### config.mk
export PLATFORM = sky130hd
export DESIGN_NAME = rtp_depacketizer_loss_counter_core_flat
export DESIGN_NICKNAME = d
export VERILOG_FILES = /design/src/design/rtpd_pkg.sv /design/src/design/rtpd_in_if.sv /design/src/design/rtpd_out_if.sv /design/src/design/rtpd_in_stage.sv /design/src/design/rtpd_parser.sv /design/src/design/rtpd_stats.sv /design/src/design/rtp_depacketizer_loss_counter_core.sv /design/src/flat_wrapper.sv
export VERILOG_INCLUDE_DIRS = /design/src /design/src/design
export SDC_FILE = /design/constraint.sdc
export NUM_CORES = 1
export LEC_CHECK = 0
export BUFFER_PORTS_ARGS = -buffer_cell sky130_fd_sc_hd__buf_2
export CORE_MARGIN = 2
export CORE_UTILIZATION = 40
export DETAILED_ROUTE_END_ITERATION = 6
export PLACE_DENSITY = 0.67
export SLEW_MARGIN = 5
export SYNTH_ARGS = -nofsm -noshare
export SYNTH_HDL_FRONTEND = slang
export SYNTH_SLANG_ARGS = --single-unit
### constraint.sdc
create_clock -name clk -period 14.7 [get_ports clk]
set_input_delay 0.735 -clock clk [delete_from_list [all_inputs] [get_ports clk]]
set_output_delay 0.735 -clock clk [all_outputs]
set_load 0.05 [all_outputs]
### src/design/rtp_depacketizer_loss_counter_core_defines.svh
// Assertion macros for the RTP depacketizer core.
// Included by the top level; no other dependencies.
`ifndef RTP_DEPACKETIZER_LOSS_COUNTER_CORE_DEFINES_SVH
`define RTP_DEPACKETIZER_LOSS_COUNTER_CORE_DEFINES_SVH

`ifndef SYNTH
// Same-cycle implication, disabled while reset is asserted.
`define RTPD_ASSERT_IMPLY(name, clk, rst_n, ante, cons) \
    name: assert property (@(posedge clk) disable iff (!rst_n) (ante) |-> (cons)) \
        else $error("rtpd assertion failed");
// Next-cycle implication, disabled while reset is asserted.
`define RTPD_ASSERT_NEXT(name, clk, rst_n, ante, cons) \
    name: assert property (@(posedge clk) disable iff (!rst_n) (ante) |=> (cons)) \
        else $error("rtpd assertion failed");
`else
`define RTPD_ASSERT_IMPLY(name, clk, rst_n, ante, cons)
`define RTPD_ASSERT_NEXT(name, clk, rst_n, ante, cons)
`endif

`endif

### src/design/rtpd_pkg.sv
// Shared types and constants of the RTP depacketizer core.
// No dependencies; rtpd_out_if, the parser, stats and top level use it.
package rtpd_pkg;

    localparam int MAX_PACKET_BYTES_DEF = 65536;
    localparam int COUNTER_BITS_DEF     = 32;

    localparam int FIXED_HDR   = 12;
    localparam int RTP_VERSION = 2;
    localparam int HDR_W       = 19;
    localparam int SIZE_W      = 17;
    localparam int SEQ_W       = 16;
    localparam int TS_W        = 32;
    localparam int CNT_OUT_W   = 32;
    localparam int BYTE_CNT_W  = 48;
    localparam int REASON_W    = 3;

    typedef enum logic [REASON_W-1:0] {
        DROP_NONE       = 3'd0,
        DROP_SHORT      = 3'd1,
        DROP_VERSION    = 3'd2,
        DROP_EXT_TRUNC  = 3'd3,
        DROP_NO_PAYLOAD = 3'd4
    } drop_reason_t;

    typedef enum logic {
        KIND_PAYLOAD = 1'b0,
        KIND_DROP    = 1'b1
    } kind_t;

    // Packet completion event from the parser to the statistics unit.
    typedef struct packed {
        logic              count_en;
        logic [SIZE_W-1:0] size;
        logic [SEQ_W-1:0]  seq;
    } pkt_event_t;

    // Per-word parse result, before the counters are attached.
    typedef struct packed {
        logic             emit;
        kind_t            kind;
        logic [7:0]       payload_byte;
        logic             first_payload;
        logic             last_payload;
        logic [SEQ_W-1:0] seq;
        logic [TS_W-1:0]  ts;
        drop_reason_t     reason;
    } parse_res_t;

    // Counter values after the current word's update.
    typedef struct packed {
        logic [CNT_OUT_W-1:0]  packets;
        logic [BYTE_CNT_W-1:0] bytes;
        logic [CNT_OUT_W-1:0]  lost;
        logic [CNT_OUT_W-1:0]  reorder;
    } stats_t;

endpackage

### src/design/rtpd_in_if.sv
// Input channel of the RTP depacketizer: one datagram byte per word.
// Depends on nothing.
interface rtpd_in_if;
    logic       valid;
    logic       ready;
    logic [7:0] data_byte;
    logic       last_byte;

    modport source (output valid, output data_byte, output last_byte, input ready);
    modport sink   (input valid, input data_byte, input last_byte, output ready);
endinterface

### src/design/rtpd_out_if.sv
// Result channel of the RTP depacketizer: payload bytes and drop notices.
// Depends on rtpd_pkg for field widths.
interface rtpd_out_if;
    logic                            valid;
    logic                            ready;
    logic                            kind;
    logic [7:0]                      payload_byte;
    logic                            first_payload;
    logic                            last_payload;
    logic [rtpd_pkg::SEQ_W-1:0]      sequence_number;
    logic [rtpd_pkg::TS_W-1:0]       rtp_timestamp;
    logic [rtpd_pkg::REASON_W-1:0]   drop_reason;
    logic [rtpd_pkg::CNT_OUT_W-1:0]  rx_packets;
    logic [rtpd_pkg::BYTE_CNT_W-1:0] rx_bytes;
    logic [rtpd_pkg::CNT_OUT_W-1:0]  rx_lost;
    logic [rtpd_pkg::CNT_OUT_W-1:0]  rx_reordered;

    modport source (
        output valid, output kind, output payload_byte, output first_payload,
        output last_payload, output sequence_number, output rtp_timestamp,
        output drop_reason, output rx_packets, output rx_bytes,
        output rx_lost, output rx_reordered, input ready
    );
    modport sink (
        input valid, input kind, input payload_byte, input first_payload,
        input last_payload, input sequence_number, input rtp_timestamp,
        input drop_reason, input rx_packets, input rx_bytes,
        input rx_lost, input rx_reordered, output ready
    );
endinterface

### src/design/rtpd_in_stage.sv
// Input register of the RTP depacketizer; holds one byte word.
// Depends on rtpd_in_if.
module rtpd_in_stage (
    input  logic        clk,
    input  logic        rst_n,
    rtpd_in_if.sink     datagram,
    input  logic        advance,
    output logic        in_valid,
    output logic [7:0]  data_byte,
    output logic        last_byte
);
    logic       in_valid_reg;
    logic       in_valid_next;
    logic [7:0] byte_reg;
    logic       last_reg;

    // The register can take a word when empty or when its word moves on.
    assign datagram.ready = !in_valid_reg || advance;

    always_comb
    begin
        in_valid_next = in_valid_reg;
        if (datagram.ready)
        begin
            in_valid_next = datagram.valid;
        end
    end

    always_ff @(posedge clk or negedge rst_n)
    begin
        if (!rst_n)
        begin
            in_valid_reg <= 1'b0;
        end
        else
        begin
            in_valid_reg <= in_valid_next;
        end
    end

    // Payload capture needs no reset.
    always_ff @(posedge clk)
    begin
        if (datagram.valid && datagram.ready)
        begin
            byte_reg <= datagram.data_byte;
            last_reg <= datagram.last_byte;
        end
    end

    assign in_valid  = in_valid_reg;
    assign data_byte = byte_reg;
    assign last_byte = last_reg;
endmodule

### src/design/rtpd_parser.sv
// Header parser of the RTP depacketizer: byte offset, header fields, drop checks.
// Depends on rtpd_pkg.
module rtpd_parser #(
    parameter int MAX_PACKET_BYTES = rtpd_pkg::MAX_PACKET_BYTES_DEF
) (
    input  logic                   clk,
    input  logic                   rst_n,
    input  logic                   in_valid,
    input  logic                   advance,
    input  logic [7:0]             data_byte,
    input  logic                   last_byte,
    output rtpd_pkg::parse_res_t   res,
    output rtpd_pkg::pkt_event_t   ev
);
    import rtpd_pkg::*;

    localparam int OFF_W = $clog2(MAX_PACKET_BYTES + 1);
    localparam logic [OFF_W-1:0] MAX_OFF  = OFF_W'(MAX_PACKET_BYTES);
    localparam logic [OFF_W-1:0] LAST_OFF = OFF_W'(MAX_PACKET_BYTES - 1);

    logic [OFF_W-1:0] off_reg,     off_next;
    logic [HDR_W-1:0] hdr_len_reg, hdr_len_next;
    logic [3:0]       csrc_reg,    csrc_next;
    logic             ext_reg,     ext_next;
    logic             bad_reg,     bad_next;
    logic [SEQ_W-1:0] seq_reg,     seq_next;
    logic [TS_W-1:0]  ts_reg,      ts_next;
    logic [7:0]       ext_hi_reg,  ext_hi_next;

    logic [HDR_W-1:0]  off_ext;
    logic [HDR_W-1:0]  csrc_end;
    logic [SIZE_W-1:0] size;
    logic [HDR_W-1:0]  size_ext;
    logic              is_first;
    logic              overflow;
    logic              ending;
    drop_reason_t      reason;

    // Next header state and result for the word in the input register.
    always_comb
    begin
        off_next     = off_reg;
        hdr_len_next = hdr_len_reg;
        csrc_next    = csrc_reg;
        ext_next     = ext_reg;
        bad_next     = bad_reg;
        seq_next     = seq_reg;
        ts_next      = ts_reg;
        ext_hi_next  = ext_hi_reg;
        res          = '0;
        ev           = '0;
        reason       = DROP_NONE;

        off_ext  = HDR_W'(off_reg);
        is_first = (off_reg == '0);
        overflow = (off_reg >= MAX_OFF);
        size     = SIZE_W'(off_reg) + SIZE_W'(1);
        size_ext = HDR_W'(size);
        ending   = last_byte || (off_reg == LAST_OFF);

        // First byte: version, X bit and CSRC count.
        if (is_first)
        begin
            csrc_next   = data_byte[3:0];
            ext_next    = data_byte[4];
            bad_next    = (data_byte[7:6] != 2'(RTP_VERSION));
            seq_next    = '0;
            ts_next     = '0;
            ext_hi_next = '0;
        end
        else if (off_reg == OFF_W'(2))
        begin
            seq_next = {data_byte, 8'h00};
        end
        else if (off_reg == OFF_W'(3))
        begin
            seq_next = {seq_reg[15:8], data_byte};
        end
        else if (off_reg >= OFF_W'(4) && off_reg <= OFF_W'(7))
        begin
            ts_next = {ts_reg[23:0], data_byte};
        end

        csrc_end = HDR_W'(FIXED_HDR) + HDR_W'({csrc_next, 2'b00});
        if (is_first)
        begin
            hdr_len_next = csrc_end + (ext_next ? HDR_W'(4) : HDR_W'(0));
        end

        // Extension header length word, big endian, in 32-bit words.
        if (ext_next && off_ext == csrc_end + HDR_W'(2))
        begin
            ext_hi_next = data_byte;
        end
        else if (ext_next && off_ext == csrc_end + HDR_W'(3))
        begin
            hdr_len_next = csrc_end + HDR_W'(4) + HDR_W'({ext_hi_reg, data_byte, 2'b00});
        end

        // Drop checks in priority order.
        if (size < SIZE_W'(FIXED_HDR))
        begin
            reason = DROP_SHORT;
        end
        else if (bad_next)
        begin
            reason = DROP_VERSION;
        end
        else if (ext_next && size_ext < csrc_end + HDR_W'(4))
        begin
            reason = DROP_EXT_TRUNC;
        end
        else if (size_ext <= hdr_len_next)
        begin
            reason = DROP_NO_PAYLOAD;
        end

        if (overflow)
        begin
            // Oversize tail: swallow bytes until the marked last one.
            off_next     = last_byte ? '0 : off_reg;
            hdr_len_next = hdr_len_reg;
            csrc_next    = csrc_reg;
            ext_next     = ext_reg;
            bad_next     = bad_reg;
            seq_next     = seq_reg;
            ts_next      = ts_reg;
            ext_hi_next  = ext_hi_reg;
        end
        else if (!ending)
        begin
            off_next = off_reg + OFF_W'(1);
            if (!bad_next && off_ext >= hdr_len_next)
            begin
                res.emit          = in_valid;
                res.kind          = KIND_PAYLOAD;
                res.payload_byte  = data_byte;
                res.first_payload = (off_ext == hdr_len_next);
            end
        end
        else
        begin
            off_next = last_byte ? '0 : MAX_OFF;
            res.emit = in_valid;
            if (reason != DROP_NONE)
            begin
                res.kind = KIND_DROP;
            end
            else
            begin
                res.kind          = KIND_PAYLOAD;
                res.payload_byte  = data_byte;
                res.first_payload = (off_ext == hdr_len_next);
                res.last_payload  = 1'b1;
                ev.count_en       = in_valid;
                ev.size           = size;
                ev.seq            = seq_next;
            end
        end

        res.reason = reason;
        res.seq    = seq_next;
        res.ts     = ts_next;
        if (res.kind == KIND_PAYLOAD)
        begin
            res.reason = DROP_NONE;
        end
    end

    // Control state: offset and header bookkeeping.
    always_ff @(posedge clk or negedge rst_n)
    begin
        if (!rst_n)
        begin
            off_reg     <= '0;
            hdr_len_reg <= HDR_W'(FIXED_HDR);
            csrc_reg    <= '0;
            ext_reg     <= 1'b0;
            bad_reg     <= 1'b0;
            seq_reg     <= '0;
            ts_reg      <= '0;
            ext_hi_reg  <= '0;
        end
        else if (advance)
        begin
            off_reg     <= off_next;
            hdr_len_reg <= hdr_len_next;
            csrc_reg    <= csrc_next;
            ext_reg     <= ext_next;
            bad_reg     <= bad_next;
            seq_reg     <= seq_next;
            ts_reg      <= ts_next;
            ext_hi_reg  <= ext_hi_next;
        end
    end
endmodule

### src/design/rtpd_stats.sv
// Reception statistics of the RTP depacketizer: saturating packet, byte,
// loss and reorder counters. Depends on rtpd_pkg.
module rtpd_stats #(
    parameter int COUNTER_BITS = rtpd_pkg::COUNTER_BITS_DEF
) (
    input  logic                 clk,
    input  logic                 rst_n,
    input  logic                 advance,
    input  rtpd_pkg::pkt_event_t ev,
    output rtpd_pkg::stats_t     stats
);
    import rtpd_pkg::*;

    // Packet, loss and reorder counters never exceed the 32-bit result fields.
    localparam int CNT_W = (COUNTER_BITS < CNT_OUT_W) ? COUNTER_BITS : CNT_OUT_W;
    localparam int SUM_W = CNT_W + 1;
    localparam int BSUM_W = BYTE_CNT_W + 1;

    logic [CNT_W-1:0]      packets_reg, packets_next;
    logic [BYTE_CNT_W-1:0] bytes_reg,   bytes_next;
    logic [CNT_W-1:0]      lost_reg,    lost_next;
    logic [CNT_W-1:0]      reorder_reg, reorder_next;
    logic [SEQ_W-1:0]      prev_seq_reg, prev_seq_next;
    logic                  prev_valid_reg, prev_valid_next;

    logic [SEQ_W-1:0]  gap;
    logic [SUM_W-1:0]  packets_sum;
    logic [BSUM_W-1:0] bytes_sum;
    logic [SUM_W-1:0]  lost_sum;
    logic [SUM_W-1:0]  reorder_sum;

    // Saturating updates: a carry out of the counter width sticks at the maximum.
    always_comb
    begin
        packets_next    = packets_reg;
        bytes_next      = bytes_reg;
        lost_next       = lost_reg;
        reorder_next    = reorder_reg;
        prev_seq_next   = prev_seq_reg;
        prev_valid_next = prev_valid_reg;

        gap         = ev.seq - prev_seq_reg - SEQ_W'(1);
        packets_sum = {1'b0, packets_reg} + SUM_W'(1);
        bytes_sum   = {1'b0, bytes_reg} + BSUM_W'(ev.size);
        lost_sum    = {1'b0, lost_reg} + SUM_W'(gap);
        reorder_sum = {1'b0, reorder_reg} + SUM_W'(1);

        if (ev.count_en)
        begin
            packets_next = packets_sum[SUM_W-1] ? packets_reg : packets_sum[CNT_W-1:0];
            bytes_next   = bytes_sum[BSUM_W-1] ? '1 : bytes_sum[BYTE_CNT_W-1:0];
            if (prev_valid_reg)
            begin
                if (gap != '0 && !gap[SEQ_W-1])
                begin
                    lost_next = lost_sum[SUM_W-1] ? '1 : lost_sum[CNT_W-1:0];
                end
                else if (gap[SEQ_W-1] && gap != '1)
                begin
                    reorder_next = reorder_sum[SUM_W-1] ? reorder_reg
                                                        : reorder_sum[CNT_W-1:0];
                end
            end
            prev_seq_next   = ev.seq;
            prev_valid_next = 1'b1;
        end
    end

    always_ff @(posedge clk or negedge rst_n)
    begin
        if (!rst_n)
        begin
            packets_reg    <= '0;
            bytes_reg      <= '0;
            lost_reg       <= '0;
            reorder_reg    <= '0;
            prev_seq_reg   <= '0;
            prev_valid_reg <= 1'b0;
        end
        else if (advance)
        begin
            packets_reg    <= packets_next;
            bytes_reg      <= bytes_next;
            lost_reg       <= lost_next;
            reorder_reg    <= reorder_next;
            prev_seq_reg   <= prev_seq_next;
            prev_valid_reg <= prev_valid_next;
        end
    end

    // The result word shows the values after this word's update.
    assign stats.packets = CNT_OUT_W'(packets_next);
    assign stats.bytes   = bytes_next;
    assign stats.lost    = CNT_OUT_W'(lost_next);
    assign stats.reorder = CNT_OUT_W'(reorder_next);
endmodule

### src/design/rtp_depacketizer_loss_counter_core.sv
// Top level of the RTP depacketizer with loss counters.
// Depends on rtpd_pkg, rtpd_in_if, rtpd_out_if, rtpd_in_stage, rtpd_parser,
// rtpd_stats and the assertion macro header.
//
//  Channel  | Dir | Word
//  ---------+-----+---------------------------------------------------------
//  datagram | in  | data_byte, last_byte: one datagram byte
//  result   | out | payload byte or drop notice, header fields, counters
//
// One word per cycle is accepted while the result register drains; a result word
// passes through the input register and then the result register to the output.
// A word is parsed in the cycle after acceptance, between the input register
// and the result register; a word that gives no result still takes that cycle.
// A stall at the output holds both registers; input ready falls once both are full.
// Reset is asynchronous and active low; it clears offset, header state and
// all counters, and no clearing pass follows.
module rtp_depacketizer_loss_counter_core #(
    parameter int MAX_PACKET_BYTES = rtpd_pkg::MAX_PACKET_BYTES_DEF,
    parameter int COUNTER_BITS     = rtpd_pkg::COUNTER_BITS_DEF
) (
    input  logic        clk,
    input  logic        rst_n,
    rtpd_in_if.sink     datagram,
    rtpd_out_if.source  result
);
    import rtpd_pkg::*;

    `include "rtp_depacketizer_loss_counter_core_defines.svh"

    logic       in_valid;
    logic [7:0] data_byte;
    logic       last_byte;
    logic       advance;
    logic       res_load;
    parse_res_t res;
    pkt_event_t ev;
    stats_t     stats;

    logic       res_valid_reg, res_valid_next;
    parse_res_t res_reg;
    stats_t     stats_reg;

    // The word in the input register moves on when the result slot is free.
    assign advance  = in_valid && (!res_valid_reg || result.ready);
    assign res_load = advance && res.emit;

    rtpd_in_stage u_in_stage (
        .clk       (clk),
        .rst_n     (rst_n),
        .datagram  (datagram),
        .advance   (advance),
        .in_valid  (in_valid),
        .data_byte (data_byte),
        .last_byte (last_byte)
    );

    rtpd_parser #(
        .MAX_PACKET_BYTES (MAX_PACKET_BYTES)
    ) u_parser (
        .clk       (clk),
        .rst_n     (rst_n),
        .in_valid  (in_valid),
        .advance   (advance),
        .data_byte (data_byte),
        .last_byte (last_byte),
        .res       (res),
        .ev        (ev)
    );

    rtpd_stats #(
        .COUNTER_BITS (COUNTER_BITS)
    ) u_stats (
        .clk     (clk),
        .rst_n   (rst_n),
        .advance (advance),
        .ev      (ev),
        .stats   (stats)
    );

    // Result register valid flag.
    always_comb
    begin
        res_valid_next = res_valid_reg;
        if (res_load)
        begin
            res_valid_next = 1'b1;
        end
        else if (result.ready)
        begin
            res_valid_next = 1'b0;
        end
    end

    always_ff @(posedge clk or negedge rst_n)
    begin
        if (!rst_n)
        begin
            res_valid_reg <= 1'b0;
        end
        else
        begin
            res_valid_reg <= res_valid_next;
        end
    end

    // Result payload.
    always_ff @(posedge clk)
    begin
        if (res_load)
        begin
            res_reg   <= res;
            stats_reg <= stats;
        end
    end

    assign result.valid           = res_valid_reg;
    assign result.kind            = res_reg.kind;
    assign result.payload_byte    = res_reg.payload_byte;
    assign result.first_payload   = res_reg.first_payload;
    assign result.last_payload    = res_reg.last_payload;
    assign result.sequence_number = res_reg.seq;
    assign result.rtp_timestamp   = res_reg.ts;
    assign result.drop_reason     = res_reg.reason;
    assign result.rx_packets      = stats_reg.packets;
    assign result.rx_bytes        = stats_reg.bytes;
    assign result.rx_lost         = stats_reg.lost;
    assign result.rx_reordered    = stats_reg.reorder;

    // A new result never overwrites one that has not been taken.
    `RTPD_ASSERT_IMPLY(a_no_overwrite, clk, rst_n, res_load, !res_valid_reg || result.ready)
    // A drop notice carries a reason and no payload marks.
    `RTPD_ASSERT_IMPLY(a_drop_word, clk, rst_n, result.valid && result.kind,
        (result.drop_reason != DROP_NONE) && !result.first_payload
        && !result.last_payload && (result.payload_byte == 8'd0))
    // An accepted input word is held in the input register next cycle.
    `RTPD_ASSERT_NEXT(a_in_capture, clk, rst_n, datagram.valid && datagram.ready, in_valid)
endmodule
### src/flat_wrapper.sv
// flat-port wrapper written by rule: the top's interface ports become plain ports
module rtp_depacketizer_loss_counter_core_flat import rtpd_pkg::*;
#(
    parameter int MAX_PACKET_BYTES = rtpd_pkg::MAX_PACKET_BYTES_DEF,
    parameter int COUNTER_BITS     = rtpd_pkg::COUNTER_BITS_DEF
)
  (clk, rst_n, datagram_valid, datagram_data_byte, datagram_last_byte, datagram_ready, result_valid, result_kind, result_payload_byte, result_first_payload, result_last_payload, result_sequence_number, result_rtp_timestamp, result_drop_reason, result_rx_packets, result_rx_bytes, result_rx_lost, result_rx_reordered, result_ready);
  rtpd_in_if datagram_i ();
  rtpd_out_if result_i ();
  input  logic clk;
  input  logic rst_n;
  input wire logic [$bits(datagram_i.valid)-1:0] datagram_valid;
  input wire logic [$bits(datagram_i.data_byte)-1:0] datagram_data_byte;
  input wire logic [$bits(datagram_i.last_byte)-1:0] datagram_last_byte;
  output wire logic [$bits(datagram_i.ready)-1:0] datagram_ready;
  output wire logic [$bits(result_i.valid)-1:0] result_valid;
  output wire logic [$bits(result_i.kind)-1:0] result_kind;
  output wire logic [$bits(result_i.payload_byte)-1:0] result_payload_byte;
  output wire logic [$bits(result_i.first_payload)-1:0] result_first_payload;
  output wire logic [$bits(result_i.last_payload)-1:0] result_last_payload;
  output wire logic [$bits(result_i.sequence_number)-1:0] result_sequence_number;
  output wire logic [$bits(result_i.rtp_timestamp)-1:0] result_rtp_timestamp;
  output wire logic [$bits(result_i.drop_reason)-1:0] result_drop_reason;
  output wire logic [$bits(result_i.rx_packets)-1:0] result_rx_packets;
  output wire logic [$bits(result_i.rx_bytes)-1:0] result_rx_bytes;
  output wire logic [$bits(result_i.rx_lost)-1:0] result_rx_lost;
  output wire logic [$bits(result_i.rx_reordered)-1:0] result_rx_reordered;
  input wire logic [$bits(result_i.ready)-1:0] result_ready;
  assign datagram_i.valid = datagram_valid;
  assign datagram_i.data_byte = datagram_data_byte;
  assign datagram_i.last_byte = datagram_last_byte;
  assign datagram_ready = datagram_i.ready;
  assign result_valid = result_i.valid;
  assign result_kind = result_i.kind;
  assign result_payload_byte = result_i.payload_byte;
  assign result_first_payload = result_i.first_payload;
  assign result_last_payload = result_i.last_payload;
  assign result_sequence_number = result_i.sequence_number;
  assign result_rtp_timestamp = result_i.rtp_timestamp;
  assign result_drop_reason = result_i.drop_reason;
  assign result_rx_packets = result_i.rx_packets;
  assign result_rx_bytes = result_i.rx_bytes;
  assign result_rx_lost = result_i.rx_lost;
  assign result_rx_reordered = result_i.rx_reordered;
  assign result_i.ready = result_ready;
  rtp_depacketizer_loss_counter_core #(.MAX_PACKET_BYTES(MAX_PACKET_BYTES), .COUNTER_BITS(COUNTER_BITS)) u_core (.clk(clk), .rst_n(rst_n), .datagram(datagram_i), .result(result_i));
endmodule
Word level (Yosys, flattened, before mapping)
Cells that the tools add are included.
{"block": "classes", "n_addsub": 13, "order_cmp": 7, "eq_ne": 9, "muxes": 50, "bitwise_logic": 2, "reduce_logical": 27}
{"operator": "2-to-1 mux 32 bit", "count": 16}
{"operator": "2-to-1 mux 34 bit", "count": 3}
{"operator": "2-to-1 mux 48 bit", "count": 2}
{"operator": "2-to-1 mux 17 bit", "count": 4}
{"operator": "adder 32 x 1 -> 33 bit (second input constant)", "count": 2}
{"operator": "2-to-1 mux 19 bit", "count": 3}
{"operator": "adder 48 x 17 -> 49 bit", "count": 1}
{"operator": "2-to-1 mux 16 bit", "count": 3}
{"operator": "== test 17 x 2 -> 1 bit (second input constant)", "count": 2}
{"operator": "== test 17 x 8 -> 1 bit", "count": 2}
{"operator": "adder 32 x 16 -> 33 bit", "count": 1}
{"operator": "2-to-1 mux 8 bit", "count": 3}
{"operator": "2-to-1 mux 11 bit", "count": 2}
{"operator": "adder 19 x 18 -> 19 bit", "count": 1}
{"operator": "== test 17 x 19 -> 1 bit", "count": 1}
{"operator": ">= comparator 17 x 19 -> 1 bit", "count": 1}
{"operator": "less-or-equal comparator 17 x 19 -> 1 bit", "count": 1}
{"operator": "adder 17 x 1 -> 17 bit (second input constant)", "count": 1}
{"operator": "== test 17 x 16 -> 1 bit (second input constant)", "count": 1}
{"operator": ">= comparator 17 bit (second input constant)", "count": 1}
{"operator": ">= comparator 17 x 3 -> 1 bit (second input constant)", "count": 1}
{"operator": "less-or-equal comparator 17 x 3 -> 1 bit (second input constant)", "count": 1}
{"operator": "zero test 17 bit", "count": 1}
{"operator": "< comparator 17 x 4 -> 1 bit (second input constant)", "count": 1}
{"operator": "other kinds (25)", "count": 53}
{"block": "word_totals", "ff_bits": 476, "output_inout_bits": 208, "word_cells": 137}

Longest topological paths before layout
Gate-level depths: netlist (run 1).
{"block": "logic_depth", "word_depth": 25, "mapped_depth": 50, "mapped_depth_nobuf": 45}

Cells and area by module
Synthesis (run 1) repeated with hierarchy kept, for this count alone.
{"block": "unflattened", "cells_unflattened": 2511, "hier_area_um2": 25887.3}
{"mod": "rtpd_stats", "instances": 1, "cells_each": 1395, "area_each_um2": 11860.1}
{"mod": "rtpd_parser", "instances": 1, "cells_each": 891, "area_each_um2": 7448.4}
{"mod": "rtp_depacketizer_loss_counter_core", "instances": 1, "cells_each": 212, "area_each_um2": 6254.7}
{"mod": "rtpd_in_stage", "instances": 1, "cells_each": 13, "area_each_um2": 324.1}

Worst setup path after synthesis (run 1)
OpenSTA, ideal clock, no wires.
{"block": "synth_path", "path_kind": "reg2reg", "from": "register u_core.u_parser.off_reg[3]", "to": "register u_core.res_reg, in the netlist u_core.result.drop_reason[0] (enable)", "t_arrival_ns": 14.010, "slack_ns": -0.086, "path_stages_with_launch": 29, "path_buffers": 4, "period_less_slack_ns": 14.786, "cell_sequence": "dfrtp_1 buf_2 or4_1 buf_2 or3_1 clkbuf_1 o21ai_0 inv_1 ha_1 xnor2_1 a211o_1 a2111oi_0 o2111ai_2 nor3b_4 clkbuf_1 nor2_1 and2_1 ha_1 nor2b_1 o21a_1 o21a_1 o21a_1 o21a_1 o21ai_0 a21oi_1 nor4_1 o21ai_0 a21boi_0 nor2_1"}
{"block": "synth_via", "elab_chain_len": 14, "word_cells_on_any_way": 28}
{"item": "from (decl)", "line": "rtpd_parser.sv:21", "rtl": "logic [OFF_W-1:0] off_reg, off_next;"}
{"item": "from (signal assigned)", "line": "rtpd_parser.sv:186", "rtl": "off_reg <= off_next;"}
{"item": "branches (longest 12 deep; another with adder 19 x 18 -> 19 bit)"}
{"item": "2-to-1 mux 12 bit (*)", "line": "rtpd_parser.sv:118", "rtl": "if (overflow)"}
{"item": "logical AND 1 bit (*)", "line": "rtp_depacketizer_loss_counter_core.sv:45", "rtl": "assign res_load = advance && res.emit;"}
{"item": "via u_core.res_load", "line": "rtp_depacketizer_loss_counter_core.sv:34", "rtl": "logic res_load;"}
{"item": "to (signal assigned)", "line": "rtp_depacketizer_loss_counter_core.sv:111", "rtl": "res_reg <= res;"}
{"item": "to (decl)", "line": "rtp_depacketizer_loss_counter_core.sv:40", "rtl": "parse_res_t res_reg;"}
Mark *: on every way through the listed nets, which the timed path passes.
A chain may end at the register's enable or synchronous reset.

==> results by group, run 1 <==
Status
  – Result of the run: completed

Die
  – Height of the chip: about 260 um
  – Initial Utilization: 0.405
  – Number of top-level pins: approximately 220
  – Std cell rows: 92
  – Area of the core: approximately 63000 um2
  – Die Footprint: around 66000 um2
  – Overall die width: approximately 260 um

Layout
  – Proportion of layout cells with a drive suffix above 1: 0.145
  – Number of fill cells in the layout: roughly 5900
  – Diodes inserted: 0
  – NumNets Final: 2834
  – Growth of design area from synthesis to finish: 14.2%
  – Register area: around 13000 um2
  – Multi-input combinational cell area: 11800 um2

Power and ir drop
  – Portion of total power attributed to sequential cells: 0.385
  – Switching portion of total power: 0.372
  – Largest vdd supply drop: around 0.000097 V
  – Logic gate share of total power: 0.302
  – Portion of total power attributed to the clock network: 0.313
  – Power density of the placed cells: 148 nW/um2
  – Internal power component: about 2700 uW
  – Net Switching: between 1500 and 2000 uW
  – Design Power: around 4300 uW
  – Static leakage: approximately 0.013 uW

Yosys
  – Number of instances in the synthesized netlist: roughly 2500
  – Ys flop type: dfrtp_1
  – Mean cell area of the mapped netlist: 10.1 um2
  – Count of yosys warnings during synthesis: 0
  – EDFF count, synth: approximately 220
  – FFs w/ async S/R, synth: 0.548
  – Syn nets: approximately 2700
  – Synth Cell Area: about 26000 um2
  – Register bit count reported by yosys: 476
  – Yosys cell types: 87
  – Leading post-synthesis cells by cell area: dfrtp_1 25%, edfxtp_1 25%, ha_1 5.0%
  – Yosys top cell area share: 0.252
  – Part of the Yosys area used for sequential elements: 0.506
  – List of most frequent post-synthesis cells: 335 x nand2_1, 259 x dfrtp_1, 215 x edfxtp_1
  – Biggest area consumer among synthesized cells: dfrtp_1
  – Library cell with the highest instance count after synthesis: nand2_1

Placement
  – Pre-CTS worst setup slack: around 2.2 ns
  – Total half-perimeter wirelength after legalization and detailed placement: about 46000 um
  – Buffers added on ports: 220
  – Last weighted congestion value of the routability-driven placer: around 0.9

Critical path
  – Data required time at the worst endpoint: 15.06 ns
  – Classification of the worst setup path: reg2reg
  – Worst path arrival time: 12.99 ns
  – Sort of element at the end of the critical path: flip-flop
  – Buffering stage count on the worst path with inverters included: 2
  – CP max stage cell: or3_1
  – Largest fanout on the critical path: 32
  – Startpoint type of the worst setup path: flip-flop
  – CP peak stage delay: between 0.7 and 0.8 ns
  – Top Family by Delay on Critical Path: simple AND/OR/NAND/NOR gates

Clock tree
  – Clock slew seen by the registers of the worst setup and hold paths: around 0.06 ns
  – Sink count of the clock tree: about 480
  – Setup Buffers After CTS: 0
  – Quantity of hold-fixing buffers added after cts: 0
  – Depth of the CTS H-tree: 2
  – Number of CTS-inserted buffers: slightly above 50
  – Source-to-sink clock delay at the later pin of the worst-skew pair: ~0.62 ns
  – Number of buffers between clock root and the deepest sink: 3
  – Buffer cell driving the clock tree root: clkbuf_16
  – # resized after CTS: 0
  – Clock tree from TritonCTS: yes

STA
  – Endpoints failing setup: 0
  – Worst clock skew: approximately 0.048 ns
  – Achievable frequency: roughly 79 MHz
  – Max transition margin: 0.102
  – Hold Violations, Final: 0
  – Fin Setup TNS: 0 ns
  – Final cycle utilization of the critical path: 0.859
  – Unrepaired setup endpoints after global routing: false
  – Worst Setup Slack, final: ~2.1 ns
  – Final worst hold slack: slightly above 0.1 ns
  – Worst Tran Pin Value: about 1.3 ns
  – Final slew viol count: 0
  – Final period demand of the worst path: about 13 ns

Routing
  – Starting DRT DRC Count: between 1500 and 2000
  – Antenna Nets Post-Route: 0
  – Number of DRC violations after detailed routing: 0
  – Detail-routed net length per standard cell: approximately 18 um
  – Routed vias: approximately 20000
  – Total iterations of the first detailed-routing run: 5
  – Total Wirelength: 65900 um
  – Routed via count divided by cell count: about 5.4

GRT
  – Number of global-route vias before repair: between 15000 and 20000
  – Wire length of the first global-routing pass: between 100000 and 150000 um
  – Pin count of the biggest net entering global routing: 164
  – Initial antenna violation count: 1
  – Gr ovfl total: 0
  – Total routing usage reported by global routing: 0.197

Flow run
  – Number of violations of the max-capacitance limit: 0

Min path
  – Path type of the worst min-delay path: in2async
-- routing by layer --
| layer | GRT usage | vias to the layer above | wire (um) | part of all wire |
|---|---|---|---|---|
| met1 | 0.262 | 9530 | 29200 | 0.44 |
| met2 | 0.328 | 506 | 31300 | 0.47 |
| met5 | 0 | - | 0 | 0 |
| met3 | 0.0279 | 118 | 3090 | 0.047 |
| li1 | - | 9449 | - | - |
| met4 | 0.0727 | 0 | 2280 | 0.035 |
-- final timing paths --
kind | from | to | slack, ns | depth (start not counted)
setup reg to reg | u_core.u_parser.off_reg[13]$_DFFE_PN0P_ | u_core.result.rx_lost[27]$_DFFE_PP_ | 2.07 | 40
max in group asynchronous | rst_n | u_core.u_stats.packets_reg[12]$_DFFE_PN0P_ | 13.10 | 2
hold reg to reg | u_core.u_parser.seq_reg[3]$_DFFE_PN0P_ | u_core.u_parser.seq_reg[3]$_DFFE_PN0P_ | 0.48 | 2
min in group clk | datagram_data_byte[5] | u_core.u_in_stage.data_byte[5]$_DFFE_PP_ | 0.31 | 1
setup / recovery | u_core.u_parser.off_reg[13]$_DFFE_PN0P_ | u_core.result.rx_lost[27]$_DFFE_PP_ | 2.07 | 40
hold / removal | rst_n | u_core.u_parser.ts_reg[1]$_DFFE_PN0P_ | 0.10 | 1
-- metrics by stage --
step / cell area [um2] / std cells / util
floorplan: 25700 / 2543 / -
global placement: 27500 / 3507 / 0.435
detailed placement: 27500 / 3507 / 0.435
CTS: 29300 / 3603 / 0.463
global route: 29300 / 3603 / 0.463
finish: 29300 / 3603 / 0.463
-- worst register-to-register path, delay by kind of cell (launching register included) --
family / cells / cell delay (ns)
buffers and inverters: 2 / 0.46
AOI/OAI and AO/OA: 17 / 4.30
muxes: 2 / 0.76
DFF: 1 / 0.50
xor gates and xnor gates: 2 / 0.27
and+or+nand+nor: 12 / 4.33
adders and majority gates: 5 / 1.77
-- logic make-up after synthesis --
family,synth area share
AO/OA/AOI/OAI,0.132
buffers and inverters,0.0340
other,0.000293
AND/OR/NAND/NOR,0.174
XOR/XNOR,0.0695
flip-flops,0.506
adder cells (fa/ha/maj),0.0541
multiplexers,0.0299
-- power groups by stage --
stage | clock network (uW) | registers [uW] | logic, uW
global placement | 0 | 1700 | 1300
global route | 1440 | 1690 | 1410
detailed placement | 0 | 1700 | 1310
CTS | 1390 | 1680 | 1310
floorplan | 0 | 2030 | 611
finish | 1360 | 1670 | 1310
-- layout by cell type, fill, tap and decap left out, types with 86 or more instances in the layout --
| cell | Yosys | layout |
|---|---|---|
| dfrtp_1 | 259 | 259 |
| nor2_1 | 200 | 198 |
| nand2_1 | 335 | 333 |
| nand3_1 | 86 | 86 |
| xnor2_1 | 131 | 131 |
| inv_1 | 95 | 95 |
| a21oi_1 | 118 | 118 |
| ha_1 | 103 | 103 |
| edfxtp_1 | 215 | 215 |
| o21ai_0 | 162 | 162 |
| buf_2 | 16 | 219 |
-- layout make-up --
| cell class | instances | share of cell area |
|---|---|---|
| Sequential cell | 476 | 0.443 |
| Timing Repair Buffer | 242 | 0.0440 |
| Inverter | 95 | 0.0122 |
| Multi-Input combinational cell | 1848 | 0.404 |
| Clock inverter | 25 | 0.0130 |
| Tap cell | 846 | 0.0361 |
| Clock buffer | 71 | 0.0475 |
(Power assumes the default switching activity.)
==> run 2: changes to the inputs <==
--- a/config.mk
+++ b/config.mk
@@ -6,6 +6,7 @@
 export SDC_FILE = /design/constraint.sdc
 export NUM_CORES = 1
 export LEC_CHECK = 0
+export ABC_AREA = 1
 export BUFFER_PORTS_ARGS = -buffer_cell sky130_fd_sc_hd__buf_2
 export CORE_MARGIN = 2
 export CORE_UTILIZATION = 40
==> results by group, run 2 <==
Yosys
  – Part of the Yosys area used for sequential elements: 0.478
  – Yosys cell types: 64
  – Leading post-synthesis cells by cell area: dfrtp_1 24%, edfxtp_1 24%, nand2_1 11%
  – EDFF count, synth: 215
  – FFs w/ async S/R, synth: 0.548
  – Number of instances in the synthesized netlist: around 3300
  – List of most frequent post-synthesis cells: 780 x nand2_1, 425 x inv_1, 296 x o21ai_0
  – Syn nets: approximately 3400
  – Count of yosys warnings during synthesis: 0
  – Synth Cell Area: approximately 27000 um2
  – Register bit count reported by yosys: between 400 and 500
  – Yosys top cell area share: 0.238
  – Library cell with the highest instance count after synthesis: nand2_1
  – Biggest area consumer among synthesized cells: dfrtp_1
  – Mean cell area of the mapped netlist: 8.33 um2
  – Ys flop type: dfrtp_1

STA
  – Fin Setup TNS: 0 ns
  – Final cycle utilization of the critical path: 0.704
  – Unrepaired setup endpoints after global routing: false
  – Final period demand of the worst path: ~10 ns
  – Final worst hold slack: approximately 0.16 ns
  – Final slew viol count: 0
  – Hold Violations, Final: 0
  – Worst clock skew: around 0.019 ns
  – Achievable frequency: ~97 MHz
  – Max transition margin: 0.121
  – Worst Tran Pin Value: roughly 1.3 ns
  – Endpoints failing setup: 0

Clock tree
  – Quantity of hold-fixing buffers added after cts: 0
  – Buffer cell driving the clock tree root: clkbuf_16
  – Number of buffers between clock root and the deepest sink: 3
  – # resized after CTS: 0
  – Clock slew seen by the registers of the worst setup and hold paths: roughly 0.060 ns
  – Source-to-sink clock delay at the later pin of the worst-skew pair: between 0.6 and 0.7 ns
  – Setup Buffers After CTS: 0
  – Clock tree from TritonCTS: yes
  – Sink count of the clock tree: roughly 480
  – Number of CTS-inserted buffers: 53
  – Depth of the CTS H-tree: 2

Layout
  – Non-filler cells, final: about 4400
  – NumNets Final: 3578
  – Most common cell after layout, fill and taps aside: nand2_1
  – Proportion of layout cells with a drive suffix above 1: 0.126
  – Number of fill cells in the layout: between 6000 and 7000
  – Cell area after layout: a little over 30000 um2
  – Diodes inserted: 0
  – Top library cells by usage in the layout, fill and taps aside: 779 x nand2_1, 424 x inv_1, 296 x o21ai_0, 259 x dfrtp_1, 219 x buf_2
  – Growth of design area from synthesis to finish: 14.1%

Routing
  – Total iterations of the first detailed-routing run: 5
  – Total Wirelength: approximately 76000 um
  – Detail-routed net length per standard cell: between 15 and 20 um
  – Routed vias: about 23000
  – Antenna Nets Post-Route: 0
  – Routed via count divided by cell count: 5.23
  – Number of DRC violations after detailed routing: 0
  – Starting DRT DRC Count: approximately 1900

Placement
  – Post-placement cell area: between 20000 and 30000 um2
  – Last weighted congestion value of the routability-driven placer: ~0.95
  – Instance count after placement with tap cells included: between 4000 and 5000
  – Total half-perimeter wirelength after legalization and detailed placement: roughly 54000 um
  – Buffers added on ports: 220

Critical path
  – Largest fanout on the critical path: 36
  – Sort of element at the end of the critical path: flip-flop
  – Worst path arrival time: roughly 11 ns
  – CP peak stage delay: around 0.43 ns
  – CP max stage cell: dfrtp_1
  – Most used cell, CP: nand2_1
  – Reg2reg path depth: 61
  – Data required time at the worst endpoint: 15.25 ns
  – Startpoint type of the worst setup path: flip-flop
  – Classification of the worst setup path: reg2reg

Min path
  – Path type of the worst min-delay path: in2async

GRT
  – Wire length of the first global-routing pass: 120000 um
  – Pin count of the biggest net entering global routing: 95
  – Total routing usage reported by global routing: 0.214
  – Initial antenna violation count: 2
  – Number of global-route vias before repair: between 20000 and 25000
  – Gr ovfl total: 0

Die
  – Overall die width: about 260 um
  – Area of the core: 67300 um2
  – Std cell rows: 95
  – Initial Utilization: 0.404
  – Number of top-level pins: 221
  – Height of the chip: ~260 um
  – Die Footprint: between 70000 and 80000 um2

Flow run
  – Number of violations of the max-capacitance limit: 0

Power and ir drop
  – Power density of the placed cells: between 200 and 250 nW/um2
  – Static leakage: approximately 0.014 uW
  – Largest vdd supply drop: between 0.0001 and 0.00015 V

Status
  – Result of the run: completed
-- run 2: cell count changes after synthesis, moves of 59 or more --
cell | before | now
nand3_1 | 86 | 160
a31oi_1 | 68 | 8
xnor2_1 | 131 | 13
a22o_1 | 66 | 0
o21ai_0 | 162 | 296
nand2_1 | 335 | 780
o22ai_1 | 1 | 60
inv_1 | 95 | 425
-- run 2: metrics by stage --
stage               power, uW  worst slack [ns]   util
floorplan                4130             0.255      -
global placement         4810              4.72  0.433
detailed placement       4830              4.43  0.433
CTS                      6280              4.39  0.461
global route             6670              3.03  0.461
finish                   6240              4.35  0.461
-- run 2: worst paths after layout --
check / start / to / slack, ns
min in group clk: datagram_data_byte[0] / u_core.u_in_stage.data_byte[0]$_DFFE_PP_ / 0.31
hold / removal: rst_n / u_core.u_stats.packets_reg[15]$_DFFE_PN0P_ / 0.16
max in group asynchronous: rst_n / u_core.u_parser.ts_reg[22]$_DFFE_PN0P_ / 12.50
setup / recovery: u_core.u_parser.off_reg[0]$_DFFE_PN0P_ / u_core.u_stats.lost_reg[31]$_DFFE_PN0P_ / 4.35
hold reg to reg: u_core.u_parser.hdr_len_reg[1]$_DFFE_PN0P_ / u_core.u_parser.hdr_len_reg[1]$_DFFE_PN0P_ / 0.48
setup reg to reg: u_core.u_parser.off_reg[0]$_DFFE_PN0P_ / u_core.u_stats.lost_reg[31]$_DFFE_PN0P_ / 4.35
-- run 2: cell type report --
cell class                      instances  area [um2]  area share
Tap cell                              873        1090      0.0352
Multi-Input combinational cell       2252       12200       0.392
Clock inverter                         33         427      0.0138
Inverter                              435        1640      0.0528
Sequential cell                       476       13000       0.419
Clock buffer                           67        1450      0.0467
Timing Repair Buffer                  240        1260      0.0407
-- run 2: logic make-up (layout without fill, tap and decap cells) --
kind of cell               count (synthesis)  count (layout)  synth area share
adders and majority gates                107             107            0.0503
xor gates and xnor gates                 111             111            0.0360
AOI/OAI and AO/OA                        586             586             0.119
and+or+nand+nor                         1445            1445             0.240
muxes                                      1               1          0.000414
DFF                                      476             476             0.478
other                                      2               2          0.000276
buffers and inverters                    538             775            0.0761
-- run 2: routing by layer --
metal  up-vias  GRT usage  share of wire
met4         0     0.0495          0.019
li1      11349          -              -
met3        94     0.0375          0.059
met1     10863      0.296           0.46
met2       579      0.352           0.47
met5         -          0              0
-- run 2: power by group --
group | total [uW] | internal [uW] | switching, uW
logic | 2710 | 744 | 1970
clock network | 1420 | 834 | 587
registers | 2100 | 1870 | 235
-- run 2: worst max-delay path: cells and delay by family (launching register included) --
family	cells	cell delay, ns
simple gates	29	3.87
buf+inv	9	0.87
xor+xnor	3	0.69
flops	1	0.43
compound gates	15	3.01
fa+ha+maj	5	1.36
